--- src/rtl/core/uafv_pkg.sv ---
package uafv_pkg;

  // Sizes
  localparam int MAX_SAMPLES = 16;
  localparam int NUM_CH      = 4;
  localparam int NUM_SEG     = 5;
  localparam int GROUP_W     = 24;
  localparam int ROW_W       = GROUP_W * NUM_SEG;
  localparam int SLOT_W      = $clog2(MAX_SAMPLES);
  localparam int FILL_W      = $clog2(MAX_SAMPLES + 1);
  localparam int CH_W        = $clog2(NUM_CH);
  localparam int MEM_DEPTH   = NUM_CH * MAX_SAMPLES;
  localparam int MEM_AW      = CH_W + SLOT_W;

  // Frame codes
  localparam logic [7:0] LETTER_T   = 8'h74;
  localparam logic [7:0] LETTER_B   = 8'h62;
  localparam logic [7:0] LETTER_L   = 8'h6c;
  localparam logic [7:0] LETTER_R   = 8'h72;
  localparam logic [7:0] SEG_FIRST  = 8'h30;
  localparam logic [7:0] SEG_LAST   = 8'h34;
  localparam logic [GROUP_W-1:0] ZERO_GROUP = 24'h303030;
  localparam logic [4:0] FULL_MASK  = 5'h1f;
  localparam logic [4:0] MATCH_MAX  = 5'd31;

  // Register map
  localparam logic [2:0] REG_GROUP_A    = 3'd0;
  localparam logic [2:0] REG_GROUP_B    = 3'd1;
  localparam logic [2:0] REG_GROUP_C    = 3'd2;
  localparam logic [2:0] REG_GROUP_D    = 3'd3;
  localparam logic [2:0] REG_VOTE_COUNT = 3'd4;

  localparam logic [GROUP_W-1:0] RST_GROUP_A    = 24'h313535;
  localparam logic [GROUP_W-1:0] RST_GROUP_B    = 24'h313536;
  localparam logic [GROUP_W-1:0] RST_GROUP_C    = 24'h313537;
  localparam logic [GROUP_W-1:0] RST_GROUP_D    = 24'h313538;
  localparam logic [4:0]         RST_VOTE_COUNT = 5'd14;

  typedef struct packed {
    logic [GROUP_W-1:0] group_a;
    logic [GROUP_W-1:0] group_b;
    logic [GROUP_W-1:0] group_c;
    logic [GROUP_W-1:0] group_d;
    logic [4:0]         vote_count;
  } cfg_t;

  // Controller to datapath
  typedef struct packed {
    logic ready;
    logic eval;
    logic store;
    logic aload;
    logic scan;
    logic tally;
    logic fetch;
    logic emit;
  } cmd_t;

  // Datapath to controller
  typedef struct packed {
    logic full;
    logic reach;
    logic b_last;
    logic a_last;
    logic out_free;
  } sts_t;

endpackage

--- src/rtl/core/uafv_ctrl.sv ---
module uafv_ctrl (
  input  logic           clk,
  input  logic           rst,
  input  logic           frame_accept,
  input  uafv_pkg::sts_t sts,
  output uafv_pkg::cmd_t cmd
);

  typedef enum logic [2:0] {
    S_IDLE, S_EVAL, S_STORE, S_ALOAD, S_SCAN, S_TALLY, S_FETCH, S_EMIT
  } state_t;

  state_t state;

  // Sequence frames and the vote
  always_ff @(posedge clk) begin
    if (rst) begin
      state <= S_IDLE;
    end else begin
      case (state)
        S_IDLE:  if (frame_accept) state <= S_EVAL;
        S_EVAL:  state <= sts.full ? S_STORE : S_IDLE;
        S_STORE: state <= sts.reach ? S_ALOAD : S_IDLE;
        S_ALOAD: state <= S_SCAN;
        S_SCAN:  if (sts.b_last) state <= S_TALLY;
        S_TALLY: state <= sts.a_last ? S_FETCH : S_ALOAD;
        S_FETCH: state <= S_EMIT;
        S_EMIT:  if (sts.out_free) state <= S_IDLE;
        default: state <= S_IDLE;
      endcase
    end
  end

  // Decode commands
  always_comb begin
    cmd       = '0;
    cmd.ready = (state == S_IDLE);
    cmd.eval  = (state == S_EVAL);
    cmd.store = (state == S_STORE);
    cmd.aload = (state == S_ALOAD);
    cmd.scan  = (state == S_SCAN);
    cmd.tally = (state == S_TALLY);
    cmd.fetch = (state == S_FETCH);
    cmd.emit  = (state == S_EMIT);
  end

endmodule

--- config.mk ---
export PLATFORM = sky130hd
export DESIGN_NAME = uafv_ctrl
export DESIGN_NICKNAME = d
export VERILOG_FILES = /design/src/rtl/core/uafv_pkg.sv /design/src/rtl/core/uafv_ctrl.sv
export SDC_FILE = /design/constraint.sdc
export NUM_CORES = 1
export LEC_CHECK = 0
export BUFFER_PORTS_ARGS = -buffer_cell sky130_fd_sc_hd__buf_2
export CORE_AREA = 2 2 39 41
export DETAILED_ROUTE_END_ITERATION = 16
export DIE_AREA = 0 0 41 43
export PLACE_DENSITY = 0.47
export SKIP_LAST_GASP = 1
export SYNTH_ARGS = -nofsm -noshare
export SYNTH_HDL_FRONTEND = slang
export SYNTH_SLANG_ARGS = --single-unit
--- constraint.sdc ---
create_clock -name clk -period 2.7 [get_ports clk]
set_input_delay 0.54 -clock clk [delete_from_list [all_inputs] [get_ports clk]]
set_output_delay 0.54 -clock clk [all_outputs]
set_load 0.005 [all_outputs]
==> out/qor.txt, run 1 <==
Vias in the first global route: 240
Max reg flops: 3
Initial antenna violation count: 0
DRT iter0 DRCs: 6
Top-area cell type share of the netlist area: 24.24%
Leading cell type in the layout, fill and taps excluded: buf_2
Starting density of the core: 17.90%
Critical Path AT: 1190 ps
Clk buf depth: 2
Simple-gate share of the synthesized area: 29.80%
Sequential-to-total area share from yosys stat: 24.24%
Syn nets: 40
# DRC: 0
RSZ-0062 raised after global routing: no
Xor/xnor share of the synthesized area: 0%
Setup-failing EPs final: 0
Mapped Cells: 32
Vias per cell: 4.078
Largest net degree at the start of global routing: 15
Area of the die: 1763 um^2
Cell Area, Synth: 247.7 um^2
Critical Path RT: 2160 ps
I/O Pins: 16
Outcome: finished, final reports clean
Synthesis-to-layout area growth: 38.38%
Wirelength per Cell: 9.453 um
Hold Crit Class: in2reg
Diodes inserted: 0
H-tree Lvls: 1
Insertion delay to the later sink of the worst-skew pair: 230 ps
Slew margin rel.: 72.89%
GPL Wtd Cong: 0.7097
Port bufs: 15
Leading area contributor after synthesis: dfxtp_1
Most frequent cells in the layout: 15 x buf_2, 4 x nor2_1, 3 x nor3_1, 3 x clkbuf_4, 3 x dfxtp_1
# Max-Cap Violations: 0
Final worst-path cycle share: 64.01%
Dpl hpwl: 471.3 um
Final hold vios: 0
Main combinational cell family by area after synthesis: compound AO/OA/AOI/OAI gates
Core area: 1384 um^2
Largest cells by area after synthesis: dfxtp_1 24%, nor3_1 6.1%, a21o_1 6.1%, a221oi_2 6.1%, buf_4 6.1%
Cts hold-fix bufs: 0
Root buffer cell: clkbuf_4
Rows: 14
Setup TNS: 0 ps
WS Path Type: reg2out
Fin util: 24.77%
Crit. End Element: output port
Synth warn: 0
Critical path peak fanout: 14
First-pass GRT wire length: 917 um
Max Clk Rate: 0.5786 GHz
Skew final: 3.267 ps
Setup crit start kind: flip-flop
Min Tclk post-route: 1728 ps
Die H: 43 um
#FFs+latches synth: 3
Unique cell type count in the Yosys netlist: 19
Fillers: 162
Slew Limit Fails: 0
Total power: 150.8 uW
CTS Buf Count: 3
Detailed Route WL: 605 um
Post-CTS Setup Inserts: 0
Vias: 261
Synth Area in Adders: 0%
Post-synthesis compound-gate area fraction: 32.32%
Fin Hold WS: 504.3 ps
Largest regs: state (3)
Pwr dens: 439.9 nW/um^2
Syn Area/Cell: 7.742 um^2
Initial DRT Pass Iterations: 4
Leakage Power: 0.0001647 uW
Clk sink count: 3
Die Wd: 41 um
Fin nets: 57
TritonCTS clock tree: yes
Worst Max-Slew Pin Slew: 406.1 ps
GRT Resource Usage Total: 7.823%
Mux share of post-synthesis cell area: 0%
Layout cells sized above 1: 45.83%
VDD IR max: 253.8 uV
Worst-path clk slew: 40 ps
Post_cts resized: 0
Final ANT Viol Nets: 0
GRT Residual Overflow: 0
Top reg by flops: state
## logic make-up (layout without fill, tap and decap cells)
logic type,count (synthesis),count (layout)
simple gates,14,14
compound gates,10,10
flops,3,3
buf+inv,5,21
## layer usage
| layer | wire [um] | vias up | global-route usage, % |
|---|---|---|---|
| li1 | - | 143 | - |
| met1 | 270 | 104 | 10.26 |
| met2 | 258 | 14 | 9.688 |
| met3 | 77 | 0 | 4.712 |
| met4 | 0 | 0 | 4.000 |
| met5 | 0 | - | 0 |
## stage by stage
step,cell area [um^2],worst slack (ps),instances
after floorplan,247.7,1465,32
after global placement,316.6,1202,60
after detailed placement,316.6,1181,60
after CTS,342.8,944.0,64
after global routing,342.8,864.0,64
final,342.8,971.8,64
## cell type report
type / instances / area [um^2] / area share (%)
Clock buffer: 4 / 26.28 / 7.664
Inverter: 2 / 7.507 / 2.190
Sequential cell: 3 / 60.06 / 17.52
Multi-Input combinational cell: 24 / 153.9 / 44.89
Tap cell: 16 / 20.02 / 5.839
Timing Repair Buffer: 15 / 75.07 / 21.90
## report_power, final
group          total (uW)  switching (uW)  internal, uW
Clock                77.6            22.3          55.3
Combinational        21.4            8.88          12.5
Sequential           51.8            5.13          46.6
Total                 151            36.4           114
## synthesized netlist by cell type
cell,count
o221ai_2,1
or2b_1,1
buf_6,1
nand2_1,1
nor2b_1,1
nor3_1,3
a21o_1,2
o21ba_2,1
a221oi_2,1
o21ai_0,1
and3_2,1
o21ai_1,2
nor2_1,4
buf_4,2
a21oi_1,2
and3_1,1
nand2b_1,2
inv_1,2
dfxtp_1,3
## critical path, cell delays in order, from the launching register on
cell and delay, ps:
dfxtp_1 560, nand2b_1 170, nor2_1 110, buf_2 120
## path summary, 6_finish.rpt
kind	slack [ps]	cells past startpoint	end	from
setup / recovery	970	3	cmd[3]	state[2]
hold / removal	500	2	state[0]	rst
setup reg to reg	1510	3	state[0]	state[2]
hold reg to reg	660	1	state[0]	state[0]
Note: power is estimated with default switching activity, not from simulation.
==> run 2, diff against run 1 <==
--- a/config.mk
+++ b/config.mk
@@ -9,7 +9,7 @@
 export CORE_AREA = 2 2 39 41
 export DETAILED_ROUTE_END_ITERATION = 16
 export DIE_AREA = 0 0 41 43
-export PLACE_DENSITY = 0.47
+export PLACE_DENSITY = 0.48
 export SKIP_LAST_GASP = 1
 export SYNTH_ARGS = -nofsm -noshare
 export SYNTH_HDL_FRONTEND = slang
==> constraint.sdc (replaced) <==
create_clock -name clk -period 1.4 [get_ports clk]
set_input_delay 0.28 -clock clk [delete_from_list [all_inputs] [get_ports clk]]
set_output_delay 0.28 -clock clk [all_outputs]
set_load 0.005 [all_outputs]
==> run 2 against run 1 <==
First-iteration DRC count decreased by 67%. Hold slack got worse by 270 ps. Worst setup slack got worse by 870 ps. Highest routed layer unchanged. Register-to-register slack got worse by 1100 ps.
==> out/qor.txt, run 2 (synthesized netlist as in run 1, its figures left out) <==
Outcome: finished, final reports clean
Final worst-path cycle share: 92.79%
# Max-Cap Violations: 0
Pwr dens: 815.7 nW/um^2
H-tree Lvls: 1
Vias in the first global route: 267
Initial antenna violation count: 0
Setup-failing EPs final: 0
Reg-to-reg setup timing slack: 420 ps
CP bufs+invs: 1
Initial DRT Pass Iterations: 3
VDD IR max: 292.8 uV
Rows: 14
Top reg by flops: state
Fin nets: 58
Critical path peak fanout: 11
Final WS setup: 100.9 ps
Final ANT Viol Nets: 0
Synthesis-to-layout area growth: 44.95%
Vias: 268
Worst-path clk slew: 40 ps
Worst Hold Depth: 2
R2r startpoint: state[0]
Slew margin rel.: 88.69%
Area of the die: 1763 um^2
Diodes inserted: 0
CP peak stage delay: 370 ps
Worst hold path startpoint: rst
Skew final: 4.107 ps
Min Tclk post-route: 1299 ps
Vias per cell: 4.123
Critical Path AT: 1020 ps
Clk buf depth: 2
Die Wd: 41 um
Leakage Power: 0.0001720 uW
First-pass GRT wire length: 1021 um
GRT Resource Usage Total: 9.127%
Starting density of the core: 17.90%
RSZ-0062 raised after global routing: no
Wirelength per Cell: 9.246 um
GPL Wtd Cong: 0.6682
Root buffer cell: clkbuf_4
Core area: 1384 um^2
Delay-heaviest family, CP: flip-flops
Clk sink count: 3
Largest net degree at the start of global routing: 12
TritonCTS clock tree: yes
Leading cell type in the layout, fill and taps excluded: buf_2
# DRC: 0
GRT Residual Overflow: 0
I/O Pins: 16
Crit. End Element: output port
Slowest CP cell: dfxtp_4
Pre-CTS setup slack: 203.8 ps
Hold EP: state[0]
Most frequent cells in the layout: 15 x buf_2, 4 x nor2_1, 3 x nor3_1, 3 x clkbuf_4
CTS Buf Count: 3
R2r worst-path depth: 3
Final hold vios: 0
Cts hold-fix bufs: 0
Critical Path RT: 1120 ps
Critical path cell sequence: nand2b_1 > nor2_1 > buf_2
Crit Reg-Reg Endpoint: state[0]
DRT iter0 DRCs: 2
Max Clk Rate: 0.7698 GHz
WS Path Type: reg2out
Layout cells sized above 1: 53.06%
Detailed Route WL: 601 um
Setup crit start kind: flip-flop
Slew Limit Fails: 0
Setup TNS: 0 ps
Insertion delay to the later sink of the worst-skew pair: 230 ps
Dpl hpwl: 467.4 um
Worst Max-Slew Pin Slew: 169.6 ps
Port bufs: 15
Largest regs: state (3)
Max reg flops: 3
Die H: 43 um
Hold Crit Class: in2reg
run 2: changes by cell type in the layout (fill, tap and decap cells not counted):
cell | before | now
dfxtp_2 | 0 | 1
buf_4 | 0 | 1
dfxtp_1 | 3 | 0
dfxtp_4 | 0 | 2
run 2: area by class of cell:
class                           instances  area [um^2]
Clock buffer                            4        26.28
Timing Repair Buffer                   16        82.58
Tap cell                               16        20.02
Multi-Input combinational cell         24        153.9
Fill cell                             164         1025
Inverter                                2        7.507
Sequential cell                         3        68.82
run 2: metal layers:
| metal | global-route usage, % | part of all wire, % | up-vias |
|---|---|---|---|
| li1 | - | - | 145 |
| met1 | 9.295 | 49 | 114 |
| met2 | 12.81 | 46 | 9 |
| met3 | 4.712 | 4.5 | 0 |
| met4 | 8.000 | 0 | 0 |
| met5 | 0 | 0 | - |
run 2: stage by stage:
step,instances,utilization [%],power (uW),hold slack (ps),instance area (um^2)
global route,65,25.95,321.6,223.1,359.1
global placement,61,23.42,143.0,482.8,324.1
floorplan,32,-,125.7,346.2,247.7
finish,65,25.95,292.9,230.6,359.1
detailed placement,61,23.42,143.2,479.0,324.1
CTS,65,25.59,303.0,221.3,354.1
run 2: worst max path at each step:
stage / from / to / slack (ps) / depth (start not counted)
5_1_grt: state[0] / cmd[3] / 10 / 3
3_5_place_dp: state[0] / cmd[6] / 200 / 3
4_1_cts: state[0] / cmd[6] / 60 / 3
2_1_floorplan: state[0] / cmd[6] / 420 / 3
6_report: state[0] / cmd[3] / 100 / 3
3_3_place_gp: state[0] / cmd[6] / 180 / 3
run 2: report_power, final:
group | total (uW) | leakage [uW] | switching, uW | internal (uW)
clock network | 153 | 0.0000150 | 46.1 | 107
registers | 98.1 | 0.0000264 | 9.35 | 88.8
logic | 41.7 | 0.000131 | 17.0 | 24.7
total | 293 | 0.000172 | 72.5 | 220
run 2: timing repair:
| item | in CTS | in global routing |
|---|---|---|
| resized for setup | 3 | 2 |
| buffers inserted | 0 | 0 |
| setup endpoints to repair | 5 | 2 |
| pin swaps | 0 | 0 |
